**config.mk**
```make
export PLATFORM = sky130hd
export DESIGN_NAME = gb2312_text_to_glyph_fetch_unit
export DESIGN_NICKNAME = d
export VERILOG_FILES = /design/src/design/gtg_pkg.sv /design/src/design/gtg_glyph_core.sv /design/src/design/gb2312_text_to_glyph_fetch_unit.sv
export SDC_FILE = /design/constraint.sdc
export NUM_CORES = 1
export LEC_CHECK = 0
export BUFFER_PORTS_ARGS = -buffer_cell sky130_fd_sc_hd__buf_4
export CORE_ASPECT_RATIO = 0.7
export CORE_MARGIN = 5
export CORE_UTILIZATION = 54
export DETAILED_ROUTE_END_ITERATION = 16
export GPL_ROUTABILITY_DRIVEN = 0
export PLACE_DENSITY_LB_ADDON = 0.08
export SLEW_MARGIN = 5
export SYNTH_ARGS = -nofsm -noshare
export SYNTH_HDL_FRONTEND = slang
export SYNTH_SLANG_ARGS = --single-unit
```
**constraint.sdc**
```tcl
create_clock -name clk -period 6.4 [get_ports clk]
set_input_delay 1.28 -clock clk [delete_from_list [all_inputs] [get_ports clk]]
set_output_delay 1.28 -clock clk [all_outputs]
set_load 0.005 [all_outputs]
```
**src/design/gtg_pkg.sv**
```systemverilog
// ----------------------------------------------------------------------------
// gtg_pkg: shared types and constants of the GB2312 glyph fetch unit
// Item, result, state and register structs; byte class limits, glyph sizes
// and register reset values.
// ----------------------------------------------------------------------------
package gtg_pkg;

  // Display defaults
  localparam int DEF_SCREEN_WIDTH = 128;
  localparam int DEF_SCREEN_PAGES = 8;

  // Byte classes
  localparam logic [7:0] HZ_LEAD_LO   = 8'hB0;
  localparam logic [7:0] HZ_LEAD_HI   = 8'hF7;
  localparam logic [7:0] SYM_LEAD_LO  = 8'hA1;
  localparam logic [7:0] SYM_LEAD_HI  = 8'hA3;
  localparam logic [7:0] TRAIL_LO     = 8'hA1;
  localparam logic [7:0] ASCII_LO     = 8'h20;
  localparam logic [7:0] ASCII_HI     = 8'h7E;
  localparam logic [7:0] TERMINATOR   = 8'h00;
  localparam logic [6:0] ROW_CELLS    = 7'd94;

  // Glyph sizes: drawn width in columns and ROM byte count
  localparam logic [4:0] HZ_WIDTH     = 5'd16;
  localparam logic [4:0] A16_WIDTH    = 5'd8;
  localparam logic [4:0] A5_WIDTH     = 5'd6;
  localparam logic [5:0] HZ_COUNT     = 6'd32;
  localparam logic [5:0] A16_COUNT    = 6'd16;
  localparam logic [5:0] A5_COUNT     = 6'd5;

  // Register reset values
  localparam logic [15:0] RST_HANZI_OFFSET     = 16'd846;
  localparam logic [23:0] RST_ASCII16_BASE     = 24'h03CF80;
  localparam logic [23:0] RST_SMALL_GLYPH_BASE = 24'h03BFC0;

  // Register indexes
  typedef enum logic [1:0] {
    REG_SMALL_FONT       = 2'd0,
    REG_HANZI_OFFSET     = 2'd1,
    REG_ASCII16_BASE     = 2'd2,
    REG_SMALL_GLYPH_BASE = 2'd3
  } reg_index_t;

  typedef enum logic [1:0] {
    GK_HANZI   = 2'd0,
    GK_ASCII16 = 2'd1,
    GK_ASCII5  = 2'd2,
    GK_END     = 2'd3
  } glyph_kind_t;

  typedef struct packed {
    logic        small_font_mode;
    logic [15:0] hanzi_index_offset;
    logic [23:0] ascii16_base;
    logic [23:0] small_glyph_base;
  } cfg_t;

  typedef struct packed {
    logic [7:0] text_byte;
    logic       first_byte;
    logic [3:0] start_page;
    logic [7:0] start_column;
  } item_t;

  typedef struct packed {
    glyph_kind_t kind;
    logic [23:0] rom_address;
    logic [5:0]  read_count;
    logic [3:0]  page;
    logic [7:0]  column;
  } result_t;

  typedef struct packed {
    logic [7:0] pending_lead;
    logic       pending_valid;
    logic [7:0] current_column;
    logic [3:0] current_page;
    logic       string_active;
    logic       halted;
  } state_t;

endpackage

```
**src/design/gtg_glyph_core.sv**
```systemverilog
// ----------------------------------------------------------------------------
// gtg_glyph_core: byte classification, ROM addressing and string state
// Holds the string state and, for the byte in the input register, works
// out the fetch command and the next state in one pass.
// ----------------------------------------------------------------------------
module gtg_glyph_core #(
  parameter int SCREEN_WIDTH = gtg_pkg::DEF_SCREEN_WIDTH,
  parameter int SCREEN_PAGES = gtg_pkg::DEF_SCREEN_PAGES
) (
  input  logic             clk,
  input  logic             rst,
  input  logic             advance,
  input  gtg_pkg::item_t   item,
  input  gtg_pkg::cfg_t    cfg,
  output gtg_pkg::result_t result,
  output logic             emit
);

  localparam logic [3:0] PAGES_SMALL = 4'(SCREEN_PAGES);
  localparam logic [3:0] PAGES_WIDE  = 4'(SCREEN_PAGES - 1);
  localparam logic [8:0] WIDTH_LIM   = 9'(SCREEN_WIDTH);

  gtg_pkg::state_t state;
  gtg_pkg::state_t state_next;

  logic [7:0]  b;
  logic [3:0]  max_page;
  logic        is_ascii;
  logic        is_lead;
  logic        want;
  logic [4:0]  gw;
  logic [8:0]  col_limit;
  logic [6:0]  row;
  logic [12:0] row_base;
  logic [16:0] hz_index;
  logic [7:0]  trail;
  logic [15:0] hz_offset;
  gtg_pkg::glyph_kind_t kind;
  logic [23:0] addr;
  logic [5:0]  cnt;

  always_comb begin
    b          = item.text_byte;
    state_next = state;
    emit       = 1'b0;
    want       = 1'b0;
    kind       = gtg_pkg::GK_END;
    addr       = '0;
    cnt        = '0;
    gw         = gtg_pkg::A5_WIDTH;
    max_page   = cfg.small_font_mode ? PAGES_SMALL : PAGES_WIDE;
    is_ascii   = (b >= gtg_pkg::ASCII_LO) && (b <= gtg_pkg::ASCII_HI);
    is_lead    = ((b >= gtg_pkg::HZ_LEAD_LO) && (b <= gtg_pkg::HZ_LEAD_HI)) ||
                 ((b >= gtg_pkg::SYM_LEAD_LO) && (b <= gtg_pkg::SYM_LEAD_HI));

    // hanzi index from the held lead and this byte as trail
    trail     = b - gtg_pkg::TRAIL_LO;
    if (state.pending_lead >= gtg_pkg::HZ_LEAD_LO) begin
      row       = 7'(state.pending_lead - gtg_pkg::HZ_LEAD_LO);
      hz_offset = cfg.hanzi_index_offset;
    end else begin
      row       = 7'(state.pending_lead - gtg_pkg::SYM_LEAD_LO);
      hz_offset = '0;
    end
    row_base = 13'(row) * 13'(gtg_pkg::ROW_CELLS);
    hz_index = 17'(row_base) + 17'(trail) + 17'(hz_offset);

    if (item.first_byte) begin
      state_next.pending_valid = 1'b0;
      state_next.pending_lead  = '0;
      state_next.halted        = 1'b0;
      state_next.string_active = (item.start_page >= 4'd1) && (item.start_page <= max_page) &&
                                 (item.start_column >= 8'd1) &&
                                 ({1'b0, item.start_column} <= WIDTH_LIM);
      state_next.current_page   = state_next.string_active ? item.start_page : '0;
      state_next.current_column = state_next.string_active ? item.start_column : '0;
    end

    if (state_next.string_active) begin
      if (b == gtg_pkg::TERMINATOR) begin
        state_next.pending_valid = 1'b0;
        state_next.pending_lead  = '0;
        state_next.string_active = 1'b0;
        state_next.halted        = 1'b0;
        emit = 1'b1;
      end else if (state_next.halted) begin
        state_next.pending_valid = 1'b0;
        state_next.pending_lead  = '0;
      end else if (cfg.small_font_mode) begin
        state_next.pending_valid = 1'b0;
        state_next.pending_lead  = '0;
        if (is_ascii) begin
          want = 1'b1;
          kind = gtg_pkg::GK_ASCII5;
          addr = {13'd0, 8'(b - gtg_pkg::ASCII_LO), 3'd0} + cfg.small_glyph_base;
          cnt  = gtg_pkg::A5_COUNT;
          gw   = gtg_pkg::A5_WIDTH;
        end
      end else if (state_next.pending_valid && (b >= gtg_pkg::TRAIL_LO)) begin
        state_next.pending_valid = 1'b0;
        state_next.pending_lead  = '0;
        want = 1'b1;
        kind = gtg_pkg::GK_HANZI;
        addr = {2'd0, hz_index, 5'd0};
        cnt  = gtg_pkg::HZ_COUNT;
        gw   = gtg_pkg::HZ_WIDTH;
      end else begin
        // a held lead without a valid trail is dropped, byte taken afresh
        state_next.pending_valid = 1'b0;
        state_next.pending_lead  = '0;
        if (is_lead) begin
          state_next.pending_valid = 1'b1;
          state_next.pending_lead  = b;
        end else if (is_ascii) begin
          want = 1'b1;
          kind = gtg_pkg::GK_ASCII16;
          addr = {12'd0, 8'(b - gtg_pkg::ASCII_LO), 4'd0} + cfg.ascii16_base;
          cnt  = gtg_pkg::A16_COUNT;
          gw   = gtg_pkg::A16_WIDTH;
        end
      end
    end

    // placement: overrun halts glyph output until the terminator or a new first byte
    col_limit = WIDTH_LIM - 9'(gw) + 9'd1;
    if (want) begin
      if ({1'b0, state_next.current_column} > col_limit) begin
        state_next.halted = 1'b1;
      end else begin
        emit = 1'b1;
        state_next.current_column = state_next.current_column + 8'(gw);
      end
    end

    result.kind        = kind;
    result.rom_address = addr;
    result.read_count  = cnt;
    result.page        = (kind == gtg_pkg::GK_END) ? 4'd0 : state_next.current_page;
    result.column      = (kind == gtg_pkg::GK_END) ? 8'd0 : state.current_column;
    if (item.first_byte && (kind != gtg_pkg::GK_END)) begin
      result.column = item.start_column;
    end
  end

  always_ff @(posedge clk) begin
    if (rst) begin
      state <= '0;
    end else if (advance) begin
      state <= state_next;
    end
  end

endmodule

```
**src/design/gb2312_text_to_glyph_fetch_unit.sv**
```systemverilog
// ----------------------------------------------------------------------------
// gb2312_text_to_glyph_fetch_unit: GB2312 text to font ROM fetch commands
// One text byte per transfer in; one glyph fetch command or end marker out.
//
//   channel  handshake             payload
//   -------  --------------------  ---------------------------------------
//   in       in_valid / in_ready   text_byte first_byte start_page
//                                  start_column
//   out      out_valid / out_ready glyph_kind rom_address read_count
//                                  glyph_page glyph_column
//   cfg      cfg_write             cfg_index cfg_data (no read-back)
//
// One byte per cycle sustained while out_ready is high. A byte sits in the
// input register and its command is loaded into the output register once
// that register is empty or being taken, so out_valid follows the input
// register. Bytes that give no command still take their slot.
// Stalls on out back up through the input register. Reset is synchronous and
// clears handshake and string state; registers return to their defaults.
// ----------------------------------------------------------------------------
module gb2312_text_to_glyph_fetch_unit #(
  parameter int SCREEN_WIDTH = gtg_pkg::DEF_SCREEN_WIDTH,
  parameter int SCREEN_PAGES = gtg_pkg::DEF_SCREEN_PAGES
) (
  input  logic        clk,
  input  logic        rst,
  // configuration
  input  logic        cfg_write,
  input  logic [1:0]  cfg_index,
  input  logic [23:0] cfg_data,
  // text bytes
  input  logic        in_valid,
  output logic        in_ready,
  input  logic [7:0]  text_byte,
  input  logic        first_byte,
  input  logic [3:0]  start_page,
  input  logic [7:0]  start_column,
  // fetch commands
  output logic        out_valid,
  input  logic        out_ready,
  output logic [1:0]  glyph_kind,
  output logic [23:0] rom_address,
  output logic [5:0]  read_count,
  output logic [3:0]  glyph_page,
  output logic [7:0]  glyph_column
);

  gtg_pkg::cfg_t    cfg;
  gtg_pkg::item_t   item;
  logic             in_full;
  logic             advance;
  gtg_pkg::result_t res_comb;
  gtg_pkg::result_t res;
  logic             emit;

  // configuration registers
  always_ff @(posedge clk) begin
    if (rst) begin
      cfg.small_font_mode    <= 1'b0;
      cfg.hanzi_index_offset <= gtg_pkg::RST_HANZI_OFFSET;
      cfg.ascii16_base       <= gtg_pkg::RST_ASCII16_BASE;
      cfg.small_glyph_base   <= gtg_pkg::RST_SMALL_GLYPH_BASE;
    end else if (cfg_write) begin
      unique case (gtg_pkg::reg_index_t'(cfg_index))
        gtg_pkg::REG_SMALL_FONT:       cfg.small_font_mode    <= cfg_data[0];
        gtg_pkg::REG_HANZI_OFFSET:     cfg.hanzi_index_offset <= cfg_data[15:0];
        gtg_pkg::REG_ASCII16_BASE:     cfg.ascii16_base       <= cfg_data;
        gtg_pkg::REG_SMALL_GLYPH_BASE: cfg.small_glyph_base   <= cfg_data;
        default: ;
      endcase
    end
  end

  assign advance  = in_full && (!out_valid || out_ready);
  assign in_ready = !in_full || advance;

  // input register
  always_ff @(posedge clk) begin
    if (rst) begin
      in_full <= 1'b0;
    end else if (in_ready) begin
      in_full <= in_valid;
    end
  end

  always_ff @(posedge clk) begin
    if (in_valid && in_ready) begin
      item.text_byte    <= text_byte;
      item.first_byte   <= first_byte;
      item.start_page   <= start_page;
      item.start_column <= start_column;
    end
  end

  gtg_glyph_core #(
    .SCREEN_WIDTH (SCREEN_WIDTH),
    .SCREEN_PAGES (SCREEN_PAGES)
  ) u_core (
    .clk     (clk),
    .rst     (rst),
    .advance (advance),
    .item    (item),
    .cfg     (cfg),
    .result  (res_comb),
    .emit    (emit)
  );

  // output register
  always_ff @(posedge clk) begin
    if (rst) begin
      out_valid <= 1'b0;
    end else begin
      if (out_valid && out_ready) begin
        out_valid <= 1'b0;
      end
      if (advance && emit) begin
        out_valid <= 1'b1;
      end
    end
  end

  always_ff @(posedge clk) begin
    if (advance && emit) begin
      res <= res_comb;
    end
  end

  assign glyph_kind   = res.kind;
  assign rom_address  = res.rom_address;
  assign read_count   = res.read_count;
  assign glyph_page   = res.page;
  assign glyph_column = res.column;

  // checks
  a_end_zero: assert property (@(posedge clk) disable iff (rst)
    out_valid && (glyph_kind == gtg_pkg::GK_END) |->
      (rom_address == 24'd0) && (read_count == 6'd0) && (glyph_column == 8'd0))
    else $error("end marker carries nonzero fields");

  a_hanzi_aligned: assert property (@(posedge clk) disable iff (rst)
    out_valid && (glyph_kind == gtg_pkg::GK_HANZI) |->
      (read_count == gtg_pkg::HZ_COUNT) && (rom_address[4:0] == 5'd0))
    else $error("16x16 fetch misaligned or wrong count");

  a_emit_loads: assert property (@(posedge clk) disable iff (rst)
    advance && emit |=> out_valid)
    else $error("emitted command lost");

  a_column_fits: assert property (@(posedge clk) disable iff (rst)
    out_valid && (glyph_kind != gtg_pkg::GK_END) |->
      (glyph_column != 8'd0) && ({1'b0, glyph_column} <= 9'(SCREEN_WIDTH)))
    else $error("glyph placed outside the screen");

endmodule
```
# Word level (Yosys, flattened, before mapping)
# Index checks and enable logic that the tools add are counted.
[word_totals]
out_inout_bits = 46
ff_bits = 155
elab_cells = 136
input_bits = 52
[op_classes]
n_reduce_logical = 27
muxes = 58
eq_ne = 5
addsub = 11
magnitude_cmp = 12
bitwise_logic = 1
n_mul = 1
[ops]
columns = ["operator", "count"]
rows = [
  ["24-bit 2-to-1 mux", 5],
  ["9-bit 2-to-1 mux", 6],
  ["8-bit 2-to-1 mux", 5],
  ["5-bit 2-to-1 mux", 7],
  ["11-bit by 24-bit adder with 24-bit output", 1],
  ["12-bit by 24-bit adder with 24-bit output", 1],
  ["8-bit greater-or-equal comparator, second input constant", 3],
  ["8-bit less-or-equal comparator, second input constant", 3],
  ["23-bit 2-to-1 mux", 1],
  ["2-bit 2-to-1 mux", 9],
  ["6-bit 2-to-1 mux", 3],
  ["17-bit by 16-bit adder with 17-bit output", 1],
  ["1-bit 2-to-1 mux", 16],
  ["16-bit 2-to-1 mux", 1],
  ["13-bit by 8-bit adder with 14-bit output", 1],
  ["7-bit by 6-bit subtractor with 7-bit output, second input constant", 2],
  ["1-bit logical AND", 12],
  ["7-bit by 6-bit multiplier with 12-bit output, second input constant", 1],
  ["4-bit 2-to-1 mux", 3],
  ["2-bit AND reduction", 5],
  ["9-bit by 1-bit adder with 9-bit output, second input constant", 1],
  ["8-bit by 9-bit > comparator with 1-bit output", 1],
  ["8-bit by 5-bit subtractor with 9-bit output, first input constant", 1],
  ["8-bit by 5-bit adder with 8-bit output", 1],
  ["other kinds (19)", 25],
]

# Logic depth before layout (Yosys ltp)
# Gate-level depths: netlist (run 1).
[logic_depth]
ltp_word = 20
depth_mapped = 29
depth_no_buf = 28

# Hierarchy
# From an unflattened synthesis (run 1), not the netlist that was laid out.
[hier_totals]
cells_unflattened = 1065
area_unflattened_um2 = 10214.8
[modules_own_cells]
columns = ["module", "instances", "area_per_inst_um2", "seq_area_each_um2", "cells_per_inst"]
rows = [
  ["gtg_glyph_core", 1, 5514.0, 460.4, 733],
  ["gb2312_text_to_glyph_fetch_unit", 1, 4700.8, 3293.2, 332],
]

# Worst setup path after synthesis (run 1)
# Ideal clock, no wire load.
[synth_path]
path_kind = "register to register"
from = "register item[3] (netlist name)"
to = "register res (netlist bit glyph_column[0]) (enable)"
stages_incl_launch_ff = 22
synth_period_minus_slack_ps = 6484
arrival_ps = 6031
path_buffers = 2
setup_time_ps = 453
setup_slack_ps = -84
cell_sequence = "edfxtp_1 or4_4 nand2b_1 and4_1 a21boi_2 o21a_1 nand2_1 inv_1 buf_2 nor2_1 inv_1 ha_1 and3_1 ha_1 a21o_1 a21oi_1 and3_1 nand2_1 a21o_1 a21o_1 clkbuf_1 a21oi_1"
[synth_between]
elab_chain_cells = 11
[synth_lines]
columns = ["item", "line", "rtl"]
rows = [
  ["8-bit by 1-bit greater-or-equal comparator with 1-bit output", "gtg_glyph_core.sv:73", "(item.start_column >= 8'd1) &&"],
  ["1-bit logical AND", "gtg_glyph_core.sv:72", "state_next.string_active = (item.start_page >= 4'd1) && (item.start_page <= max_page) &&"],
  ["1-bit logical AND", "gtg_glyph_core.sv:73", ""],
  ["23-bit 2-to-1 mux *", "gtg_glyph_core.sv:68", "if (item.first_byte) begin"],
  ["5-bit 2-to-1 mux", "gtg_glyph_core.sv:79", "if (state_next.string_active) begin"],
  ["8-bit by 5-bit subtractor with 9-bit output", "gtg_glyph_core.sv:125", "col_limit = WIDTH_LIM - 9'(gw) + 9'd1;"],
  ["9-bit by 1-bit adder with 9-bit output", "gtg_glyph_core.sv:125", ""],
  ["8-bit by 9-bit > comparator with 1-bit output", "gtg_glyph_core.sv:127", "if ({1'b0, state_next.current_column} > col_limit) begin"],
  ["1-bit 2-to-1 mux", "gtg_glyph_core.sv:127", ""],
  ["1-bit 2-to-1 mux *", "gtg_glyph_core.sv:126", "if (want) begin"],
  ["1-bit logical AND *", "gb2312_text_to_glyph_fetch_unit.sv:122", "if (advance && emit) begin"],
  ["end signal, assigned", "gb2312_text_to_glyph_fetch_unit.sv:123", "res <= res_comb;"],
  ["end, declared", "gb2312_text_to_glyph_fetch_unit.sv:52", "gtg_pkg::result_t res;"],
]
# Every way passes the cells marked *; elsewhere a longest branch is shown, timed or not. The select of a mux whose other input is x is not followed.
# A chain may end at the register's enable or synchronous reset.

# Final worst setup path (run 1)
[layout_path]
from = "register u_core.state[17] (netlist name)"
to = "register res (netlist bit rom_address[20]) (data pin)"
[layout_between]
elab_chain_cells = 7
[layout_lines]
columns = ["item", "line", "rtl"]
rows = [
  ["start, declared", "gtg_glyph_core.sv:23", "gtg_pkg::state_t state;"],
  ["start signal, assigned", "gtg_glyph_core.sv:149", "state <= state_next;"],
  ["7-bit by 6-bit subtractor with 7-bit output (tied with other cells)", "gtg_glyph_core.sv:62", "row = 7'(state.pending_lead - gtg_pkg::SYM_LEAD_LO);"],
  ["7-bit 2-to-1 mux", "gtg_glyph_core.sv:58", "if (state.pending_lead >= gtg_pkg::HZ_LEAD_LO) begin"],
  ["7-bit by 6-bit multiplier with 12-bit output", "gtg_glyph_core.sv:65", "row_base = 13'(row) * 13'(gtg_pkg::ROW_CELLS);"],
  ["13-bit by 8-bit adder with 14-bit output", "gtg_glyph_core.sv:66", "hz_index = 17'(row_base) + 17'(trail) + 17'(hz_offset);"],
  ["17-bit by 16-bit adder with 17-bit output *", "gtg_glyph_core.sv:66", ""],
  ["24-bit 2-to-1 mux *", "gtg_glyph_core.sv:99", "end else if (state_next.pending_valid && (b >= gtg_pkg::TRAIL_LO)) begin"],
  ["24-bit 2-to-1 mux *", "gtg_glyph_core.sv:89", "end else if (cfg.small_font_mode) begin"],
]
# Every way passes the cells marked *; elsewhere a longest branch is shown, timed or not.

==> results of run 1 <==
==> worst reg2reg max path, delay by kind of cell (launching register included) <==
kind                     cells  cell delay [ns]
XOR/XNOR                     3             0.48
AO/OA/AOI/OAI                7             1.15
AND/OR/NAND/NOR              5             1.28
flip-flops                   1             0.40
buffers and inverters        2             0.12
adder cells (fa/ha/maj)      6             2.40
==> layer usage <==
layer | share of wire (%) | track usage [%] | vias up
li1 | - | - | 4080
met1 | 49 | 36.99 | 3871
met2 | 43 | 37.00 | 278
met3 | 6.8 | 5.273 | 39
met4 | 1.8 | 6.977 | 0
met5 | 0 | 0 | -
==> state kept, by name, summed over array words and instances, names as in the netlist <==
name / cells
u_core.state: 23
in_full: 1
out_valid: 1
glyph_kind: 2
glyph_page: 4
cfg: 65
item: 21
read_count: 3
glyph_column: 8
rom_address: 24
==> path summary, 6_finish.rpt <==
kind	startpoint	slack (ns)	to	cells after the start
worst min register to register	cfg[61]	0.45	cfg[61]	2
worst max-delay path	u_core.state[17]	0.35	rom_address[20]	23
worst min-delay path	cfg[61]	0.45	cfg[61]	2
worst max register to register	u_core.state[17]	0.35	rom_address[20]	23
==> layout make-up <==
type | count | area, um2 | area share, %
multi-input cells | 858 | 5921 | 51.36
flip-flops and latches | 152 | 3665 | 31.79
repair buffers | 116 | 883.3 | 7.663
clock buffers | 19 | 432.9 | 3.756
well taps | 236 | 295.3 | 2.562
inverters | 62 | 232.7 | 2.019
clock inverters | 13 | 97.59 | 0.8466
==> logic make-up (layout without fill, tap and decap cells) <==
logic type	after synthesis	after routing
AOI/OAI and AO/OA	249	249
xor gates and xnor gates	89	89
adders and majority gates	105	105
buffers and inverters	111	210
DFF	152	152
muxes	3	3
other	2	4
and+or+nand+nor	408	408
==> synth_stat cells (all sizes together), types with 4 or more instances <==
cell / instances
nand2: 182
a21oi: 100
dfxtp: 90
ha: 87
nor2: 63
edfxtp: 62
inv: 62
nand3: 51
xnor2: 47
xor2: 42
clkbuf: 40
o21ai: 37
a21o: 19
nor2b: 19
fa: 18
a22oi: 17
and2: 16
nor3: 16
a31oi: 11
and3: 11
buf: 9
nand2b: 9
nand4: 8
a211oi: 7
o22ai: 7
a22o: 6
nor3b: 6
o21a: 6
o21bai: 6
nand3b: 5
or3: 5
o211ai: 4
o221ai: 4
==> report_power, final <==
group / total (mW) / switching [mW] / internal [mW]
sequential: 1.07 / 0.0311 / 1.03
clock: 0.926 / 0.425 / 0.500
combinational: 1.11 / 0.629 / 0.478
==> what timing repair did <==
action                     CTS  global route
gates resized for setup      4            32
hold buffers                 0             0
pin swaps                    0             6
setup buffers                0             3
setup endpoints to repair    2             8
==> out/metrics.cfg, run 1 <==
[status]
status=finished, final reports clean

[synthesis]
yosys-top-cells-area=edfxtp_1 19%, dfxtp_1 18%, ha_1 11%
synth_compound_gate_area_share_pct=15.98
ys_warn_count=0
ys_seq_area_share_pct=37.21
ys_ff_latch=152
synth_top_family_by_area=simple AND/OR/NAND/NOR gates
synth_edf_count=62
synth_cell_types=68
synth_top_cell_by_area=edfxtp_1
post_synth_xor_area_fraction_pct=7.918
synth_area_um2=9844
syn_area_per_cell_um2=8.798
synthSimpleGateAreaFrac_pct=19.33
async_flop_share_pct=0
postSynthCellCount=1119
synth.area.mux_share_pct=0.3050
synthFlopType=dfxtp_1
synth.top_cell.area_share_pct=18.91
synth_fa_ha_area_share_pct=14.72

[timing]
timing.final.hold_violations=0
fin_crit_ns=6.047
setup_viol=0
fin_setup_tns_ns=0
worst_hold_slack_ns=0.4507
maxSlewViolCount=0
max-slew-margin-rel_pct=25.13
fin_crit_sh_pct=94.49
layout_setup_ws_ns=0.3526
tightest_slew_ns=1.120
max_freq_mhz=165.4
clock-skew-final_ns=0.01026
rsz0062_at_grt=false

[floorplanning]
boundaryPins=98
fp.dieH_um=123.0
die_w_um=171.4
num_rows=41
fp.dieArea_um2=21070
core_area_um2=17950
start_util_pct=54.83

[grt]
grt_max_degree=61
grt_usage_pct=24.94
first_global_vias=7897
grt_remaining_overflow=0
grt_pass1_wl_um=41230
grt_antenna_before_repair=0

[clocking]
cts.htree.levels=4
clk_latency_ns=0.43
cts_num_sinks=152
cts_buffers=17
cts_tree=done
cts_max_path_buffers=2
clockRootBuffer=clkbuf_16
cts.clk_slew.worst_paths_ns=0.07

[worst_setup_path]
critPathKind=reg2reg
cp.required_ns=6.59
crit_buf_inv=2
crit_chain=or3_1 -> nor2_4 -> xor2_2 -> fa_1 -> ha_1 -> fa_1 -> inv_1 -> fa_1 -> inv_1 -> ha_1 -> nand2_1 -> o21ai_1 -> o41ai_4 -> and3b_2 -> xor2_1 -> ha_2 -> or3_1 -> o21ai_0 -> a31oi_1 -> a21oi_2 -> o22ai_1 -> xor2_1 -> a31o_2
cp_slowest_cell=fa_1
start_kind=flop
path_delay_family=adder cells
critPathMaxStageDelay_ns=0.57
cp_max_fo=5
cp.arrival_ns=6.23
crit_path_end_kind=flop
crit_path_frequent_cell=fa_1

[cells_and_area]
final_common_cell=nand2_1
fillCellCount=1559
fin_area_um2=11530
final_util_pct=64.20
mostFrequentLayoutCells=182 x nand2_1, 115 x buf_4, 98 x a21oi_1, 89 x dfxtp_1, 83 x ha_1
syn2layout_area_growth_pct=17.09
nets=1364
n_antenna_cell=0
drive_gt1_share_pct=15.33
stdcell_count=1456

[place]
dp_hpwl_um=19160
dp.cells=1421
portBuffers=95
dpl_worst_slack_ns=-0.1140
dpl_cell_area_um2=10810

[power]
vdd_drop_max_uv=155.5
finalPower_mw=3.098
p_leak_nw=4.969
p_per_area_nw_per_um2=268.7

[route]
drt_iter0_drc=649
vias=8268
drc=0
routed_via_density=5.679
first_pass_iters=5
ant_nets=0
wl_um=25970
wl_per_cell_um=17.84

[job]
drv_cap=0

[min_path]
hp-class=reg2reg

No activity file was read; power rests on OpenSTA's default activity.
==> run 2: changes to the inputs <==
Settings changed: SETUP_SLACK_MARGIN set to 0.5, TNS_END_PERCENT set to 5.
==> run 2 against run 1 <==
Net effect: power increased by 12%; flip-flop and latch count unchanged; clock-buffer cell count unchanged; via count increased by 2.4%; sequential power about the same; clock power about the same.
==> out/metrics.cfg, run 2 (synthesis gave the netlist of run 1 again) <==
[route]
drt_iter0_drc=672  ; was 649
first_pass_iters=5  ; unchanged
wl_per_cell_um=18.36  ; was 17.84 um
wl_um=27220  ; was 25970 um
routed_via_density=5.711  ; was 5.679
ant_nets=0  ; unchanged
drc=0  ; unchanged
vias=8469  ; was 8268

[grt]
grt_antenna_before_repair=0  ; unchanged
grt_pass1_wl_um=42120  ; was 41230 um
grt_remaining_overflow=0  ; unchanged
grt_max_degree=61  ; unchanged
first_global_vias=8109  ; was 7897
grt_usage_pct=25.45  ; was 24.94%

[clocking]
cts.htree.levels=4  ; unchanged
clockRootBuffer=clkbuf_16  ; unchanged
cts_buffers=17  ; unchanged
cts_max_path_buffers=2  ; unchanged
cts.clk_slew.worst_paths_ns=0.07  ; about the same
cts_num_sinks=152  ; unchanged
clk_latency_ns=0.43  ; about the same
cts_tree=done  ; unchanged

[power]
p_leak_nw=5.165  ; was 4.969 nW
vdd_drop_max_uv=189.9  ; was 155.5 uV
p_per_area_nw_per_um2=287.4  ; was 268.7 nW/um2
finalPower_mw=3.462  ; was 3.098 mW

[timing]
max-slew-margin-rel_pct=24.02  ; was 25.13%
rsz0062_at_grt=true  ; was false
tightest_slew_ns=1.136  ; was 1.120 ns
setup_viol=0  ; unchanged
fin_setup_tns_ns=0  ; unchanged
clock-skew-final_ns=0.01031  ; was 0.01026 ns
fin_crit_ns=5.963  ; was 6.047 ns
timing.final.hold_violations=0  ; unchanged
fin_crit_sh_pct=93.17  ; was 94.49%
worst_hold_slack_ns=0.4513  ; was 0.4507 ns
max_freq_mhz=167.7  ; was 165.4 MHz
maxSlewViolCount=0  ; unchanged

[worst_setup_path]
r2r-start=u_core.state[16]  ; was u_core.state[17]
cp.required_ns=6.57  ; was 6.59 ns
cp_slowest_cell=fa_1  ; unchanged
critPathKind=reg2reg  ; unchanged
cp.arrival_ns=6.14  ; was 6.23 ns
crit_path_end_kind=flop  ; unchanged
start_kind=flop  ; unchanged
ff2ff_path_depth=30  ; was 23
timing.rr.end=rom_address[16]  ; was rom_address[20]
critPathMaxStageDelay_ns=0.52  ; was 0.57 ns
crit_buf_inv=8  ; was 2
cp_max_fo=4  ; was 5
crit_path_frequent_cell=buf_4  ; was fa_1
path_delay_family=adder cells  ; unchanged
rrSetupSlack_ns=0.44  ; was 0.35 ns

[floorplanning]
core_area_um2=17950  ; unchanged
start_util_pct=54.83  ; unchanged
boundaryPins=98  ; unchanged
die_w_um=171.4  ; unchanged
num_rows=41  ; unchanged
fp.dieArea_um2=21070  ; unchanged
fp.dieH_um=123.0  ; unchanged

[min_path]
hp-class=reg2reg  ; unchanged
min_to=cfg[61]  ; unchanged
holdPathStages=2  ; unchanged
holdCritStartpoint=cfg[61]  ; unchanged

[cells_and_area]
nets=1391  ; was 1364
largest_register_ffs=65  ; unchanged
multi_input_area_um2=6230  ; was 5921 um2
regMostFlops=cfg  ; unchanged
mostFrequentLayoutCells=182 x nand2_1, 141 x buf_4, 91 x a21oi_1, 85 x dfxtp_1, 77 x ha_1  ; was 182 x nand2_1, 115 x buf_4, 98 x a21oi_1, 89 x dfxtp_1, 83 x ha_1
n_antenna_cell=0  ; unchanged
final_common_cell=nand2_1  ; unchanged
syn2layout_area_growth_pct=22.38  ; was 17.09%
fillCellCount=1491  ; was 1559
regArea_um2=3670  ; was 3665 um2
drive_gt1_share_pct=20.37  ; was 15.33%

[job]
drv_cap=0  ; unchanged

[place]
portBuffers=95  ; unchanged
dp_hpwl_um=19160  ; unchanged

[status]
status=finished, final reports clean  ; unchanged

==> run 2: cell count changes in the layout (fill, tap and decap cells not counted), sizes merged <==
cell / before / now
buf: 116 / 143
==> run 2: metal layers <==
metal  GRT usage [%]  wire (um)
met1           37.14      12950
met2           38.59      11970
met3           5.241       1833
met4           7.125        467
met5               0          0
==> run 2: layout make-up <==
type | instances | area share (%)
multi-input cells | 858 | 51.71
flip-flops and latches | 152 | 30.46
repair buffers | 143 | 9.046
clock buffers | 19 | 3.593
well taps | 236 | 2.451
inverters | 62 | 1.932
clock inverters | 13 | 0.8101
==> run 2: report_power, final <==
part	internal, mW	leakage, nW	total [mW]	switching [mW]
Sequential	1.03	1.37	1.07	0.0311
Clock	0.500	0.256	0.928	0.427
Combinational	0.680	3.54	1.47	0.789
==> run 2: how the worst max path moves through the flow <==
stage	start	endpoint	slack [ns]	cells after the start
after detailed placement	u_core.state[20]	rom_address[20]	-0.11	24
after CTS	u_core.state[16]	rom_address[20]	0.49	28
final	u_core.state[16]	rom_address[16]	0.44	30
after floorplan	u_core.state[19]	rom_address[20]	0.1	26
after global routing	u_core.state[16]	rom_address[18]	0.25	29
after global placement	u_core.state[20]	rom_address[20]	0.09	24
==> run 2: metrics by stage <==
step	std cells	setup WS, ns	cell area, um2	utilization, %
after floorplan	1121	0.09591	9856	-
after global placement	1421	0.09008	10810	60.22
after detailed placement	1421	-0.1140	10810	60.22
after CTS	1474	0.4879	11730	65.32
after global routing	1483	0.2515	12050	67.10
final	1483	0.4370	12050	67.10
==> run 2: worst register-to-register path: cells and delay by family (launching register included) <==
kind                     cells  cell delay [ns]
AO/OA/AOI/OAI                6             0.75
XOR/XNOR                     5             0.73
adder cells (fa/ha/maj)      7             2.24
buffers and inverters        8             0.90
flip-flops                   1             0.35
AND/OR/NAND/NOR              4             0.76
==> run 2: what timing repair did <==
action / CTS / global route
hold endpoints to repair: 0 / 0
setup endpoints to repair: 9 / 51
hold buffers: 0 / 0
resized for setup: 54 / 45
pin swaps: 22 / 37
buffers inserted: 21 / 9
gates cloned: 0 / 0
==> run 3: changes to the inputs <==
Settings changed: ABC_AREA set to 1, CORE_UTILIZATION 54 to 55.
==> run 3 against run 2 <==
Net effect: register-to-register slack about the same; flip-flop and latch count unchanged; area after synthesis up 4.2%; clock skew up 0.0012 ns; critical path depth up 2; routed wire length up 2.7%; maximum frequency down 0.16%; clock-buffer cell count up 1; critical path type unchanged; critical endpoint is now rom_address[21]; largest cell class unchanged.
==> out/metrics.cfg, run 3 <==
[timing]
fin_crit_ns=5.973  ; was 5.963 ns
fin_crit_sh_pct=93.32  ; was 93.17%
max-slew-margin-rel_pct=33.45  ; was 24.02%
setup_viol=0  ; unchanged
fin_setup_tns_ns=0  ; unchanged
maxSlewViolCount=0  ; unchanged
max_freq_mhz=167.4  ; was 167.7 MHz
tightest_slew_ns=0.9971  ; was 1.136 ns
rsz0062_at_grt=true  ; unchanged
clock-skew-final_ns=0.01152  ; was 0.01031 ns
timing.final.hold_violations=0  ; unchanged

[clocking]
cts_buffers=17  ; unchanged
cts_num_sinks=152  ; unchanged
cts.clk_slew.worst_paths_ns=0.06  ; was 0.07 ns
cts_max_path_buffers=2  ; unchanged
ctsHoldBuffers=0  ; unchanged
cts.htree.levels=4  ; unchanged
cts_tree=done  ; unchanged
clk_latency_ns=0.43  ; about the same
clockRootBuffer=clkbuf_16  ; unchanged

[worst_setup_path]
timing.rr.end=rom_address[21]  ; was rom_address[16]
cp.arrival_ns=6.24  ; was 6.14 ns
r2r-start=u_core.state[19]  ; was u_core.state[16]
start_kind=flop  ; unchanged
critPathMaxStageDelay_ns=0.56  ; was 0.52 ns
crit_path_end_kind=flop  ; unchanged
cp_max_fo=6  ; was 4
cp_slowest_cell=fa_1  ; unchanged
cp.required_ns=6.66  ; was 6.57 ns
critPathKind=reg2reg  ; unchanged
ff2ff_path_depth=32  ; was 30
cp-endpoint=rom_address[21]  ; was rom_address[16]
worstSetupStartpoint=u_core.state[19]  ; was u_core.state[16]
rrSetupSlack_ns=0.43  ; was 0.44 ns

[grt]
grt_usage_pct=25.28  ; was 25.45%
grt_remaining_overflow=0  ; unchanged
first_global_vias=8269  ; was 8109
grt_pass1_wl_um=43700  ; was 42120 um
grt_max_degree=62  ; was 61
grt_antenna_before_repair=0  ; unchanged

[synthesis]
synth_cell_types=61  ; was 68
postSynthCellCount=1312  ; was 1119
synth_area_um2=10250  ; was 9844 um2
ys_seq_area_share_pct=35.72  ; was 37.21%
ys_ff_latch=152  ; unchanged
synth_top_cell_by_area=edfxtp_1  ; unchanged
synthMostInstantiatedCell=nand2_1  ; unchanged
synthFlopType=dfxtp_1  ; unchanged
ys_top_cells_by_count=222 x nand2_1, 208 x inv_1, 119 x a21oi_1, 115 x nor2_1, 91 x o21ai_0  ; was 182 x nand2_1, 100 x a21oi_1, 90 x dfxtp_1, 87 x ha_1, 63 x nor2_1
yosys-top-cells-area=edfxtp_1 18%, dfxtp_1 18%, ha_1 11%  ; was edfxtp_1 19%, dfxtp_1 18%, ha_1 11%
ys_warn_count=0  ; unchanged
syn_area_per_cell_um2=7.816  ; was 8.798 um2
synth.top_cell.area_share_pct=18.16  ; was 18.91%
synth_edf_count=62  ; unchanged
async_flop_share_pct=0  ; unchanged

[floorplanning]
fp.dieArea_um2=21520  ; was 21070 um2
fp.dieH_um=124.2  ; was 123.0 um
boundaryPins=98  ; unchanged
die_w_um=173.2  ; was 171.4 um
start_util_pct=56.47  ; was 54.83%
num_rows=41  ; unchanged
core_area_um2=18160  ; was 17950 um2

[min_path]
holdPathStages=2  ; unchanged
hp-class=reg2reg  ; unchanged

[cells_and_area]
n_antenna_cell=0  ; unchanged
regArea_um2=3671  ; was 3670 um2
drive_gt1_share_pct=17.33  ; was 20.37%
final_common_cell=nand2_1  ; unchanged
stdcell_count=1673  ; was 1483
syn2layout_area_growth_pct=19.53  ; was 22.38%
fillCellCount=1553  ; was 1491
multi_input_area_um2=5912  ; was 6230 um2
final_util_pct=67.50  ; was 67.10%
largest_register_ffs=65  ; unchanged
regMostFlops=cfg  ; unchanged
fin_area_um2=12260  ; was 12050 um2
nets=1581  ; was 1391
mostFrequentLayoutCells=215 x nand2_1, 201 x inv_1, 122 x buf_4, 113 x nor2_1, 112 x a21oi_1  ; was 182 x nand2_1, 141 x buf_4, 91 x a21oi_1, 85 x dfxtp_1, 77 x ha_1

[power]
p_leak_nw=5.632  ; was 5.165 nW
p_per_area_nw_per_um2=240.6  ; was 287.4 nW/um2
vdd_drop_max_uv=210.6  ; was 189.9 uV

[route]
vias=9119  ; was 8469
first_pass_iters=5  ; unchanged
routed_via_density=5.451  ; was 5.711
wl_um=27950  ; was 27220 um
drt_iter0_drc=967  ; was 672
ant_nets=0  ; unchanged
wl_per_cell_um=16.70  ; was 18.36 um
drc=0  ; unchanged

[place]
dpl_cell_area_um2=11250  ; was 10810 um2
dp.cells=1621  ; was 1421
portBuffers=95  ; unchanged
dp_hpwl_um=21020  ; was 19160 um

[job]
drv_cap=0  ; unchanged

[status]
status=finished, final reports clean  ; unchanged

[run 3: changes by cell type after synthesis, moves of 22 or more]
cell / before / now
o21ai_0: 35 / 91
nand3_1: 51 / 73
inv_1: 62 / 208
nor2_1: 63 / 115
xnor2_1: 47 / 14
nand2_1: 182 / 222
[run 3: final cells by class]
cell class	instances	area share [%]
clock buffers	20	3.817
clock inverters	12	1.021
inverters	218	6.757
multi-input cells	910	48.23
flip-flops and latches	152	29.95
well taps	236	2.409
repair buffers	125	7.819
[run 3: per-stage QoR]
step                hold slack [ns]  power, mW  setup WS [ns]
floorplan                    0.4297      1.662         0.5011
global placement             0.4397      1.833         0.3511
detailed placement           0.4473      1.844         0.1107
CTS                          0.4567      2.882         0.4989
global route                 0.4758      3.111         0.1554
finish                       0.4556      2.950         0.4275
[run 3: cell families (layout without fill, tap and decap cells)]
logic type / after synthesis / in the layout / synth area share, %
xor+xnor: 51 / 51 / 4.356
other cells: 2 / 4 / 0.07323
fa+ha+maj: 105 / 105 / 14.13
flops: 152 / 152 / 35.72
buf+inv: 252 / 375 / 9.700
compound gates: 282 / 282 / 15.59
simple gates: 468 / 468 / 20.42
[run 3: per-layer routing]
layer | GRT usage (%) | part of all wire, %
met5 | 0 | 0
met4 | 6.004 | 1.2
met3 | 5.461 | 9.4
met2 | 34.67 | 41
met1 | 40.00 | 49
[run 3: how the worst min path moves through the flow]
| stage | start | endpoint | slack (ns) |
|---|---|---|---|
| CTS | cfg[48] | cfg[48] | 0.46 |
| floorplan | cfg[24] | cfg[24] | 0.43 |
| finish | cfg[48] | cfg[48] | 0.46 |
| detailed placement | cfg[48] | cfg[48] | 0.45 |
| global placement | cfg[2] | cfg[2] | 0.44 |
| global route | cfg[24] | cfg[24] | 0.48 |
[run 3: report_power, final]
part	internal (mW)	switching (mW)	leakage (nW)	total (mW)
Sequential	1.04	0.0299	1.32	1.07
Clock	0.580	0.428	0.284	1.01
Combinational	0.345	0.522	4.03	0.867
Total	1.97	0.979	5.63	2.95
[run 3: worst max-delay path, delay by kind of cell, from the launching register on]
kind                       cells  cell delay [ns]
AOI/OAI and AO/OA              8             1.08
and+or+nand+nor               10             1.07
DFF                            1             0.36
buffers and inverters          5             0.42
adders and majority gates      7             2.52
xor gates and xnor gates       2             0.38
[run 3: what timing repair did]
item                                    4_1_cts  5_1_grt
pin swaps                                    21       28
endpoints found under the setup margin        7        9
buffers inserted                             12        8
hold endpoints to repair                      0        0
resized for setup                            24       36
